--- src/design/rdpd_pkg.sv ---
`timescale 1ns / 1ps

package rdpd_pkg;

	// Framing characters on the debugger link
	localparam logic [7:0] CH_START = 8'h24;  // '$'
	localparam logic [7:0] CH_END   = 8'h23;  // '#'
	localparam logic [7:0] CH_ACK   = 8'h2B;  // '+'
	localparam logic [7:0] CH_NACK  = 8'h2D;  // '-'
	localparam logic [7:0] CH_INTR  = 8'h03;  // break from the debugger

	typedef enum logic [3:0] {
		PH_IDLE  = 4'b0001,
		PH_BODY  = 4'b0010,
		PH_CK_HI = 4'b0100,
		PH_CK_LO = 4'b1000
	} phase_t;

	typedef enum logic [2:0] {
		EV_DATA  = 3'd0,
		EV_GOOD  = 3'd1,
		EV_BAD   = 3'd2,
		EV_INTR  = 3'd3,
		EV_STRAY = 3'd4
	} event_t;

	typedef enum logic [1:0] {
		REQ_NONE  = 2'd0,
		REQ_PLUS  = 2'd1,
		REQ_MINUS = 2'd2
	} req_t;

	typedef struct packed {
		phase_t     phase;
		logic [7:0] sum;
		logic [3:0] hi_digit;
		logic       hi_bad;
	} rdpd_state_t;

	typedef struct packed {
		logic       valid;
		event_t     ev;
		logic [7:0] data;
		req_t       req;
		logic [7:0] sum;
	} rdpd_res_t;

	// {not_hex, digit}; digit is zero for a non-hex byte
	function automatic logic [4:0] hex_value(input logic [7:0] b);
		logic [4:0] r;
		begin
			if (b >= 8'h30 && b <= 8'h39) begin
				r = {1'b0, b[3:0]};
			end else if ((b >= 8'h61 && b <= 8'h66) || (b >= 8'h41 && b <= 8'h46)) begin
				r = {1'b0, b[3:0] + 4'd9};
			end else begin
				r = 5'b10000;
			end
			return r;
		end
	endfunction

endpackage

--- src/design/rdpd_step.sv ---
`timescale 1ns / 1ps

// Next-state and result decode for one received byte.
module rdpd_step import rdpd_pkg::*; (
	input  rdpd_state_t st,
	input  logic [7:0]  rx_b,
	input  logic        no_ack,
	output rdpd_state_t nxt,
	output rdpd_res_t   res
);

	logic [4:0] hv;
	logic       good;

	assign hv   = hex_value(rx_b);
	assign good = !st.hi_bad && !hv[4] && ({st.hi_digit, hv[3:0]} == st.sum);

	always_comb begin
		nxt = st;
		res = '{valid: 1'b0, ev: EV_DATA, data: 8'd0, req: REQ_NONE, sum: 8'd0};
		case (st.phase)
			PH_IDLE: begin
				if (rx_b == CH_ACK || rx_b == CH_NACK) begin
					// late acks from the debugger are dropped silently
				end else if (rx_b == CH_INTR) begin
					res.valid = 1'b1;
					res.ev    = EV_INTR;
					res.req   = REQ_PLUS;
				end else if (rx_b == CH_START) begin
					nxt.sum   = 8'd0;
					nxt.phase = PH_BODY;
				end else begin
					res.valid = 1'b1;
					res.ev    = EV_STRAY;
					res.req   = REQ_MINUS;
				end
			end
			PH_BODY: begin
				if (rx_b == CH_END) begin
					nxt.phase = PH_CK_HI;
				end else begin
					nxt.sum   = st.sum + rx_b;
					res.valid = 1'b1;
					res.ev    = EV_DATA;
					res.data  = rx_b;
				end
			end
			PH_CK_HI: begin
				nxt.hi_bad   = hv[4];
				nxt.hi_digit = hv[3:0];
				nxt.phase    = PH_CK_LO;
			end
			PH_CK_LO: begin
				nxt.phase = PH_IDLE;
				res.valid = 1'b1;
				res.ev    = good ? EV_GOOD : EV_BAD;
				res.req   = good ? REQ_PLUS : REQ_MINUS;
				res.sum   = st.sum;
			end
			default: begin
				nxt.phase = PH_IDLE;
			end
		endcase
		if (no_ack) begin
			res.req = REQ_NONE;
		end
	end

endmodule

--- src/design/remote_debug_packet_deframer.sv ---
`timescale 1ns / 1ps
// Path: a byte accepted into the input register is decoded there, and its result,
//   if it has one, is registered in the result register that drives the result port.
// Throughput: one byte per cycle while rx_stall is low; rx_stall holds a byte
//   that makes a result while a finished result still waits under res_stall.
// Reset (arst_n low, asynchronous): both stages empty, idle phase, sum zero,
//   acks enabled (no_ack_mode 0).

module remote_debug_packet_deframer import rdpd_pkg::*; (
	input  logic       clk,
	input  logic       arst_n,
	// configuration: no_ack_mode
	input  logic       cfg_we,
	input  logic       cfg_wdata,
	// receive byte channel
	input  logic       rx_valid,
	output logic       rx_stall,
	input  logic [7:0] rx_byte,
	// result channel
	output logic       res_valid,
	input  logic       res_stall,
	output logic [2:0] event_res,
	output logic [7:0] payload_byte,
	output logic [1:0] status_request,
	output logic [7:0] computed_sum
);

	logic        no_ack_q;
	logic        valid_s1;
	logic [7:0]  byte_s1;
	rdpd_state_t state_q;
	rdpd_state_t state_nxt;
	rdpd_res_t   res_nxt;
	rdpd_res_t   res_q;
	logic        advance;

	// no-ack mode register; write it only while the deframer is quiet (not enforced here)
	always_ff @(posedge clk or negedge arst_n) begin
		if (!arst_n) begin
			no_ack_q <= 1'b0;
		end else if (cfg_we) begin
			no_ack_q <= cfg_wdata;
		end
	end

	// Stage 1: input register. A byte leaves it either because it makes no
	// result, or because the result register is free (empty or being taken).
	assign advance  = valid_s1 && (!res_nxt.valid || !res_q.valid || !res_stall);
	assign rx_stall = valid_s1 && !advance;

	always_ff @(posedge clk or negedge arst_n) begin
		if (!arst_n) begin
			valid_s1 <= 1'b0;
		end else if (!rx_stall) begin
			valid_s1 <= rx_valid;
		end
	end

	always_ff @(posedge clk) begin
		if (rx_valid && !rx_stall) begin
			byte_s1 <= rx_byte;
		end
	end

	rdpd_step u_step (
		.st     (state_q),
		.rx_b   (byte_s1),
		.no_ack (no_ack_q),
		.nxt    (state_nxt),
		.res    (res_nxt)
	);

	// Framing state moves only when the byte in stage 1 is retired
	always_ff @(posedge clk or negedge arst_n) begin
		if (!arst_n) begin
			state_q <= '{phase: PH_IDLE, sum: 8'd0, hi_digit: 4'd0, hi_bad: 1'b0};
		end else if (advance) begin
			state_q <= state_nxt;
		end
	end

	// Result register: holds a request until the consumer drops res_stall
	always_ff @(posedge clk or negedge arst_n) begin
		if (!arst_n) begin
			res_q <= '0;
		end else if (advance && res_nxt.valid) begin
			res_q <= res_nxt;
		end else if (!res_stall) begin
			res_q.valid <= 1'b0;
		end
	end

	assign res_valid      = res_q.valid;
	assign event_res      = res_q.ev;
	assign payload_byte   = res_q.data;
	assign status_request = res_q.req;
	assign computed_sum   = res_q.sum;

endmodule

--- config.mk ---
export PLATFORM = sky130hd
export DESIGN_NAME = remote_debug_packet_deframer
export DESIGN_NICKNAME = d
export VERILOG_FILES = /design/src/design/rdpd_pkg.sv /design/src/design/rdpd_step.sv /design/src/design/remote_debug_packet_deframer.sv
export SDC_FILE = /design/constraint.sdc
export NUM_CORES = 1
export LEC_CHECK = 0
export BUFFER_PORTS_ARGS = -buffer_cell sky130_fd_sc_hd__buf_4
export CAP_MARGIN = 10
export CORE_UTILIZATION = 30
export CTS_CLUSTER_DIAMETER = 30
export DETAILED_ROUTE_END_ITERATION = 8
export HOLD_SLACK_MARGIN = 0.08
export RECOVER_POWER = 25
export SYNTH_ARGS = -nofsm -noshare
export SYNTH_HDL_FRONTEND = slang
export SYNTH_SLANG_ARGS = --single-unit
--- constraint.sdc ---
create_clock -name clk -period 2.55 [get_ports clk]
set_clock_uncertainty 0.05 [all_clocks]
set_input_delay 0.3825 -clock clk [delete_from_list [all_inputs] [get_ports clk]]
set_output_delay 0.3825 -clock clk [all_outputs]
set_load 0.02 [all_outputs]
==> impl_metrics.env, run 1 <==
export IMPL_synth_top_area_cell="dfrtp_1"
export IMPL_hp_class="in2reg"
export IMPL_setup_viol=0
export IMPL_syn_num_nets=294
export IMPL_grt_max_degree=42
export IMPL_rsz0062_at_grt="yes"
export IMPL_io_pins=37
export IMPL_tritoncts="done"
export IMPL_utilization_pct=40.84
export IMPL_slew_viol_final=0
export IMPL_layout_common_cells="buf_4, dfrtp_1, nand2_1"
export IMPL_grt_first_pass_wirelength_microns=11250
export IMPL_status="finished, violations left"
export IMPL_dpl_instance_area_sq_um=3296
export IMPL_grt_total_usage_pct=14.87
export IMPL_place_gp_congestion=0.9020
export IMPL_synthToLayoutAreaGrowth_pct=30.46
export IMPL_powerDensity_nw_per_um2=756.5
export IMPL_drt_initial_drc_count=142
export IMPL_violations="DRC"
export IMPL_post_drt_wl_per_cell_microns=15.68
export IMPL_clk_latency_ps=300
export IMPL_rows=34
export IMPL_ant_nets=0
export IMPL_cts_sinks=49
export IMPL_clockRootBuffer="clkbuf_8"
export IMPL_place_hpwl_microns=5116
export IMPL_fin_crit_sh_pct=99.98
export IMPL_clk_pin_slew_ps=90
export IMPL_ys_top_cells_by_area="dfrtp_1, edfxtp_1, ha_1"
export IMPL_die_x_microns=97.86
export IMPL_core_area_sq_um=8806
export IMPL_grt_ovfl_total=0
export IMPL_cp_max_fo=3
export IMPL_synth_edf_count=8
export IMPL_avgSynthCellArea_sq_um=10.25
export IMPL_max_cap_violations=0
export IMPL_nets=359
export IMPL_max_slew_margin_pct=31.37
export IMPL_cp_data_required_time_ps=2120
export IMPL_drt_first_pass_iters=6
export IMPL_vias=2259
export IMPL_final_hold_viol_count=0
export IMPL_yosysTopAreaCellShare_pct=36.31
export IMPL_worstSetupPathType="reg2out"
export IMPL_drc=2
export IMPL_async_flop_share_pct=83.67
export IMPL_initial_core_util_pct=31.30
export IMPL_vias_per_cell=5.099
export IMPL_synth_cell_types=63
export IMPL_worstSetupEndpointType="primary output"
export IMPL_dieArea_sq_um=9576
export IMPL_min_period_ps=2550
export IMPL_cts_made_buffers=5
export IMPL_ys_ff_latch=49
export IMPL_holdCritStartpoint="rx_byte[5]"
export IMPL_antenna_found_initial=0
export IMPL_critPathLaunch="state_q[13]$_DFFE_PN1P_"
export IMPL_p_leak_nw=1.614
export IMPL_netlist_area_sq_um=2756
export IMPL_reg2reg_from="byte_s1[7]$_DFFE_PP_"
export IMPL_grt_pass1_vias=2130
export IMPL_num_antenna_cells=0
export IMPL_num_fill_cells=836
export IMPL_cts_buffer_depth=2
export IMPL_cts_htree_levels=2
export IMPL_final_common_cell="buf_4"
export IMPL_clock_fmax_mhz=392.2
export IMPL_regArea_sq_um=1267
export IMPL_die_h_microns=97.86
export IMPL_totalWireLength_microns=6945
export IMPL_arrival_ps=2120
export IMPL_cp_start_kind="flip-flop"
export IMPL_vdd_ir_drop_worst_v=0.0002664
export IMPL_ys_seq_area_share_pct=45.98
export IMPL_synth_warnings=0
export IMPL_ys_flop_type="dfrtp_1"
export IMPL_multi_input_area_sq_um=1493
export IMPL_portBuffers=36
export IMPL_worst_slew_pin_slew_ps=1029
export IMPL_drive_gt1_share_pct=31.64
export IMPL_synth_cells=269
export IMPL_fin_area_sq_um=3596
-- routing by layer --
| metal | GRT usage [%] | share of wire (%) |
|---|---|---|
| met5 | 0 | 0 |
| met4 | 5.245 | 1.8 |
| met3 | 2.792 | 2.9 |
| met2 | 22.05 | 45 |
| met1 | 21.56 | 50 |
-- through the flow --
step / setup TNS (ps) / cells / power [W] / hold WS (ps) / setup WS [ps]
final: 0 / 443 / 0.002720 / 220.8 / 0.4956
after global routing: -231.9 / 443 / 0.002910 / 210.7 / -84.38
after CTS: -60.60 / 439 / 0.002682 / 193.8 / -46.01
after detailed placement: 0 / 422 / 0.002184 / 355.8 / 62.87
after global placement: 0 / 422 / 0.002166 / 358.0 / 107.8
after floorplan: 0 / 269 / 0.001785 / 36.91 / 64.63
-- timing repair --
item / in CTS / in global routing
setup endpoints to repair: 1 / 20
hold endpoints to repair: 40 / 0
pin swaps: 3 / 7
setup buffers: 8 / 4
gates resized for setup: 3 / 21
hold buffers: 1 / 0
cloned: 0 / 0
-- critical path: stages, from the launching register on --
cell      delay (ps)
dfstp_2          570
or4b_4           470
o21ai_2          180
a21boi_2          80
o21ai_1          140
and4_4           260
buf_6            120
-- power by group --
part           internal, W  switching (W)  total, W
Sequential        0.000918       0.000123   0.00104
Combinational     0.000557       0.000655   0.00121
Clock             0.000196       0.000272  0.000468
-- cell usage after synthesis (all sizes together), types with 4 or more instances --
cell type,instances
ha,10
xnor2,5
mux2i,4
clkbuf,4
o21ai,19
xor2,7
inv,10
a21oi,12
mux2,4
nand2,32
o211ai,4
nor3,5
nand3,6
a22o,8
dfrtp,40
buf,9
edfxtp,8
nor2b,5
or4b,4
nor2,17
-- state kept, by name (all words and copies together) (netlist names) --
name and count:
byte_s1 8, computed_sum 8, event_res 3, no_ack_q 1, payload_byte 8, res_valid 1, state_q 17, status_request 2
valid_s1 1
-- path summary, 6_finish.rpt --
kind | endpoint | slack (ps) | depth (start not counted)
setup / recovery | rx_stall | 0.5 | 6
hold / removal | byte_s1[5]$_DFFE_PP_ | 220 | 1
setup reg to reg | event_res[0]$_DFFE_PN0P_ | 10 | 7
hold reg to reg | state_q[0]$_DFFE_PN0P_ | 440 | 2
max in group asynchronous | state_q[7]$_DFFE_PN0P_ | 1080 | 2
min in group asynchronous | no_ack_q$_DFFE_PN0P_ | 730 | 2
-- area by class of cell --
type	count	area share, %
Sequential cell	49	35.25
Timing Repair Buffer	71	16.08
Clock buffer	6	2.018
Multi-Input combinational cell	197	41.51
Tap cell	108	3.758
Inverter	10	1.044
Clock inverter	2	0.3479
-- logic make-up after synthesis --
kind of cell    count (synthesis)  synth area share [%]
xor+xnor                       12                 3.813
buf+inv                        23                 3.949
flops                          49                 45.98
fa+ha+maj                      11                 5.266
simple gates                   90                 17.43
compound gates                 76                 20.34
mux                             8                 3.223
Note: power is estimated with default switching activity, not from simulation.
==> run 2: changes to the inputs <==
Settings changed: MAX_ROUTING_LAYER set to met4.
==> impl_metrics.env, run 2 (synthesized netlist as in run 1, its figures left out) <==
export IMPL_p_int_w=0.001670
export IMPL_dp_slack_ps=62.87
export IMPL_status="finished, violations left"
export IMPL_place_gp_congestion=0.9174
export IMPL_powerDensity_nw_per_um2=757.8
export IMPL_largest_reg_flops=17
export IMPL_cp_slowest_stage_delay_ps=570
export IMPL_hp_class="in2reg"
export IMPL_cts_sinks=49
export IMPL_grt_first_pass_wirelength_microns=11250
export IMPL_fin_total_pwr_w=0.002725
export IMPL_final_hold_viol_count=0
export IMPL_layout_common_cells="buf_4, dfrtp_1, nand2_1"
export IMPL_swShare_pct=38.71
export IMPL_worstSetupEndpointType="primary output"
export IMPL_multi_input_area_sq_um=1493
export IMPL_rows=34
export IMPL_crit_buf_inv=1
export IMPL_clk_latency_ps=300
export IMPL_antenna_found_initial=0
export IMPL_rsz0062_at_grt="yes"
export IMPL_die_x_microns=97.86
export IMPL_violations="DRC, setup timing"
export IMPL_setup_ws_ps=-1.205
export IMPL_initial_core_util_pct=31.30
export IMPL_arrival_ps=2120
export IMPL_drt_first_pass_iters=6
export IMPL_core_area_sq_um=8806
export IMPL_nets=359
export IMPL_clock_fmax_mhz=392.0
export IMPL_worstSetupPathType="reg2out"
export IMPL_dpl_instance_area_sq_um=3296
export IMPL_max_slew_margin_pct=31.68
export IMPL_final_common_cell="buf_4"
export IMPL_regArea_sq_um=1267
export IMPL_p_clk_share_pct=17.3
export IMPL_tritoncts="done"
export IMPL_drive_gt1_share_pct=31.64
export IMPL_place_hpwl_microns=5116
export IMPL_utilization_pct=40.84
export IMPL_grt_max_degree=42
export IMPL_cts_htree_levels=2
export IMPL_portBuffers=36
export IMPL_cts_buffer_depth=2
export IMPL_die_h_microns=97.86
export IMPL_grt_ovfl_total=0
export IMPL_holdCritStartpoint="rx_byte[5]"
export IMPL_worst_slew_pin_slew_ps=1025
export IMPL_power_frac_comb_pct=44.5
export IMPL_seqPwrFrac_pct=38.2
export IMPL_max_cap_violations=0
export IMPL_slew_viol_final=0
export IMPL_grt_pass1_vias=2131
export IMPL_cp_data_required_time_ps=2120
export IMPL_cp_start_kind="flip-flop"
export IMPL_cts_made_buffers=5
export IMPL_min_period_ps=2551
export IMPL_drt_initial_drc_count=177
export IMPL_vias_per_cell=5.131
export IMPL_crit_chain="or4b_4, o21ai_2, a21boi_2, o21ai_1, and4_4, buf_6"
export IMPL_clockRootBuffer="clkbuf_8"
export IMPL_post_drt_wl_per_cell_microns=15.67
export IMPL_vias=2273
export IMPL_io_pins=37
export IMPL_fin_area_sq_um=3596
export IMPL_grt_total_usage_pct=15.33
export IMPL_power_switching_w=0.001055
export IMPL_cp_slowest_cell="dfstp_2"
export IMPL_clk_pin_slew_ps=90
export IMPL_p_leak_nw=1.614
export IMPL_cp_top_family="simple AND/OR/NAND/NOR gates"
export IMPL_fin_crit_sh_pct=100.0
export IMPL_synthToLayoutAreaGrowth_pct=30.46
export IMPL_totalWireLength_microns=6940
export IMPL_reg2reg_from="byte_s1[7]$_DFFE_PP_"
export IMPL_num_fill_cells=836
export IMPL_largest_register="state_q"
export IMPL_num_antenna_cells=0
export IMPL_vdd_ir_drop_worst_v=0.0002668
export IMPL_cp_max_fo=3
export IMPL_dieArea_sq_um=9576
export IMPL_critPathLaunch="state_q[13]$_DFFE_PN1P_"
export IMPL_setup_viol=1
export IMPL_ant_nets=0
export IMPL_drc=2
## run 2: cell counts in the layout (fill, tap and decap cells not counted)
No cell type changed its count.
## run 2: stage by stage
stage / hold WS (ps) / instances / TNS (ps)
floorplan: 36.91 / 269 / 0
detailed placement: 355.8 / 422 / 0
finish: 219.3 / 443 / -1.205
global placement: 358.0 / 422 / 0
CTS: 193.8 / 439 / -60.60
global route: 210.7 / 443 / -231.9
## run 2: final cells by class
type	instances	area share, %
multi-input cells	197	41.51
inverters	10	1.044
well taps	108	3.758
flip-flops and latches	49	35.25
repair buffers	71	16.08
clock buffers	6	2.018
clock inverters	2	0.3479
## run 2: power groups by stage
stage / registers [W] / logic, W / clock network [W]
2_1_floorplan: 0.00107 / 0.000717 / 0
3_3_place_gp: 0.00105 / 0.00111 / 0
3_5_place_dp: 0.00105 / 0.00113 / 0
4_1_cts: 0.00104 / 0.00116 / 0.000481
5_1_grt: 0.00106 / 0.00134 / 0.000512
6_report: 0.00104 / 0.00121 / 0.000470
## run 2: worst register-to-register path: cells and delay by family, from the launching register on
kind / cells / cell delay (ps)
AOI/OAI and AO/OA: 4 / 880
buffers and inverters: 1 / 160
and+or+nand+nor: 2 / 880
DFF: 1 / 470
## run 2: timing repair
| item | in CTS | in global routing |
|---|---|---|
| buffers inserted | 8 | 4 |
| endpoints found under the setup margin | 1 | 20 |
| gates resized for setup | 3 | 21 |
| hold buffers | 1 | 0 |
| endpoints found under the hold margin | 40 | 0 |
| pin swaps | 3 | 7 |
## run 2: path summary, 6_finish.rpt
kind,endpoint,slack [ps],cells after the start
max,rx_stall,-1,6
min,byte_s1[5]$_DFFE_PP_,220,1
max reg2reg,event_res[0]$_DFFE_PN0P_,-1,7
min reg2reg,state_q[0]$_DFFE_PN0P_,440,2
max in group asynchronous,state_q[7]$_DFFE_PN0P_,1090,2
min in group asynchronous,no_ack_q$_DFFE_PN0P_,730,2
## run 2: metal layers
layer	vias to the layer above	GRT usage [%]	share of wire (%)	wire length, microns
li1	1124	-	-	-
met1	1089	21.65	50	3447
met2	51	21.94	45	3121
met5	-	-	0	0
met3	9	2.792	3.5	246
met4	0	5.245	1.8	125
==> run 3: changes to the inputs <==
Settings changed: ABC_AREA set to 1, PLACE_DENSITY set to 0.56.
==> impl_metrics.env, run 3 <==
export IMPL_cp_top_family="flip-flops"
export IMPL_drt_first_pass_iters=4
export IMPL_cp_slowest_stage_delay_ps=490
export IMPL_ys_ff_latch=49
export IMPL_post_cts_buffers=0
export IMPL_totalWireLength_microns=6072
export IMPL_hold_end="no_ack_q$_DFFE_PN0P_"
export IMPL_synthToLayoutAreaGrowth_pct=18.92
export IMPL_drt_initial_drc_count=78
export IMPL_vias_per_cell=4.615
export IMPL_crit_buf_inv=3
export IMPL_setup_tns_ps=0
export IMPL_cts_htree_levels=2
export IMPL_place_hpwl_microns=4849
export IMPL_grt_ovfl_total=0
export IMPL_final_hold_viol_count=0
export IMPL_status="completed"
export IMPL_yosysTopAreaCellShare_pct=37.28
export IMPL_grt_pass1_vias=2106
export IMPL_reg2reg_from="byte_s1[1]$_DFFE_PP_"
export IMPL_vdd_ir_drop_worst_v=0.0003038
export IMPL_cp_slowest_cell="edfxtp_1"
export IMPL_r2r_slack_ps=370
export IMPL_swShare_pct=41.51
export IMPL_final_common_cell="nand2_1"
export IMPL_fin_total_pwr_w=0.003173
export IMPL_largest_register="state_q"
export IMPL_largest_reg_flops=17
export IMPL_post_drt_wl_per_cell_microns=12.78
export IMPL_max_cap_violations=0
export IMPL_arrival_ps=1910
export IMPL_io_pins=37
export IMPL_ys_flop_type="dfrtp_1"
export IMPL_synth_warnings=0
export IMPL_drc=0
export IMPL_die_h_microns=96.61
export IMPL_p_int_w=0.001856
export IMPL_p_leak_nw=1.601
export IMPL_cp_start_kind="flip-flop"
export IMPL_min_period_ps=2347
export IMPL_ys_seq_area_share_pct=47.20
export IMPL_fin_crit_sh_pct=92.04
export IMPL_layout_common_cells="nand2_1, dfrtp_1, inv_1"
export IMPL_dieArea_sq_um=9333
export IMPL_synth_cells=324
export IMPL_cp_data_required_time_ps=2120
export IMPL_tritoncts="done"
export IMPL_async_flop_share_pct=83.67
export IMPL_clock_fmax_mhz=426.1
export IMPL_cts_made_buffers=5
export IMPL_avgSynthCellArea_sq_um=8.287
export IMPL_hold_slack_ps=218.7
export IMPL_place_gp_congestion=0.8416
export IMPL_hold_buffers=1
export IMPL_vias=2192
export IMPL_num_antenna_cells=0
export IMPL_die_x_microns=96.61
export IMPL_setup_viol=0
export IMPL_min_path_cells=2
export IMPL_crit_chain="inv_1, ha_1, inv_1, o21ai_1, nand3_1, nand3_1, nand2_2, nand2_4, nor2_1, buf_4"
export IMPL_worst_slew_pin_slew_ps=1025
export IMPL_grt_first_pass_wirelength_microns=10360
export IMPL_cts_buffer_depth=2
export IMPL_p_clk_share_pct=17.2
export IMPL_power_switching_w=0.001317
export IMPL_nets=391
export IMPL_rr_worst_depth=12
export IMPL_power_frac_comb_pct=45.3
export IMPL_worstSetupEndpointType="primary output"
export IMPL_cts_resized=0
export IMPL_rsz0062_at_grt="no"
export IMPL_clk_latency_ps=310
export IMPL_grt_max_degree=42
export IMPL_slew_viol_final=0
export IMPL_clockRootBuffer="clkbuf_8"
export IMPL_syn_num_nets=349
export IMPL_grt_total_usage_pct=14.07
export IMPL_worstSetupPathType="reg2out"
export IMPL_max_slew_margin_pct=31.64
export IMPL_cts_sinks=49
export IMPL_critPathLaunch="byte_s1[1]$_DFFE_PP_"
export IMPL_ys_top_cells_by_area="dfrtp_1, nand2_1, edfxtp_1"
export IMPL_cp_max_fo=5
export IMPL_r2r_end="state_q[9]$_DFFE_PN0P_"
export IMPL_synth_most_common_cell="nand2_1"
export IMPL_synth_commonest_cells="nand2_1, dfrtp_1, inv_1"
export IMPL_rows=34
export IMPL_holdCritStartpoint="cfg_we"
export IMPL_core_area_sq_um=8678
export IMPL_synth_cell_types=36
export IMPL_seqPwrFrac_pct=37.6
export IMPL_drive_gt1_share_pct=18.80
export IMPL_initial_core_util_pct=30.94
export IMPL_portBuffers=36
export IMPL_clk_pin_slew_ps=90
export IMPL_synth_top_area_cell="dfrtp_1"
export IMPL_netlist_area_sq_um=2685
export IMPL_ant_nets=0
export IMPL_antenna_found_initial=0
export IMPL_synth_edf_count=8
export IMPL_hp_class="in2reg"
export IMPL_powerDensity_nw_per_um2=993.6
-- run 3: routing by layer --
layer / GRT usage (%) / share of wire [%] / vias up
met5: - / 0 / -
met2: 21.29 / 45 / 32
li1: - / - / 1146
met3: 2.962 / 3.1 / 8
met4: 3.904 / 1.1 / 0
met1: 19.10 / 50 / 1006
-- run 3: cell families (layout without fill, tap and decap cells) --
family | Yosys count | count (layout) | synth area share (%)
compound gates | 49 | 49 | 10.39
flops | 49 | 49 | 47.20
fa+ha+maj | 11 | 11 | 5.405
simple gates | 165 | 165 | 28.47
xor+xnor | 4 | 4 | 1.305
buf+inv | 46 | 89 | 7.223
-- run 3: cell type report --
| class | count | area [sq um] |
|---|---|---|
| clock buffer | 6 | 72.57 |
| sequential | 49 | 1267 |
| fill | 936 | 5485 |
| multi-input combinational | 229 | 1224 |
| clock inverter | 2 | 33.78 |
| inverter | 40 | 152.6 |
| tap | 108 | 135.1 |
| timing repair buffer | 41 | 307.8 |
-- run 3: worst max-delay path by stage --
stage | endpoint | slack (ps) | cells after the start
after CTS | rx_stall | 190 | 10
after floorplan | byte_s1[0]$_DFFE_PP_ | 670 | 10
after global routing | rx_stall | 10 | 10
final | rx_stall | 200 | 10
after detailed placement | status_request[1]$_DFFE_PN0P_ | 380 | 13
after global placement | status_request[1]$_DFFE_PN0P_ | 400 | 13
-- run 3: stage by stage --
step	setup slack [ps]	std cells	util [%]	instance area (sq um)
after floorplan	668.5	324	-	2685
after global placement	397.9	466	35.48	3079
after detailed placement	381.3	466	35.48	3079
after CTS	194.8	475	36.82	3196
after global routing	14.21	475	36.79	3193
final	203.1	475	36.79	3193
-- run 3: power groups by stage --
stage / clock network [W] / logic (W) / registers [W]
after floorplan: 0 / 0.000901 / 0.00130
after global placement: 0 / 0.00143 / 0.00121
after detailed placement: 0 / 0.00145 / 0.00121
after CTS: 0.000558 / 0.00146 / 0.00119
after global routing: 0.000589 / 0.00162 / 0.00122
final: 0.000545 / 0.00144 / 0.00119
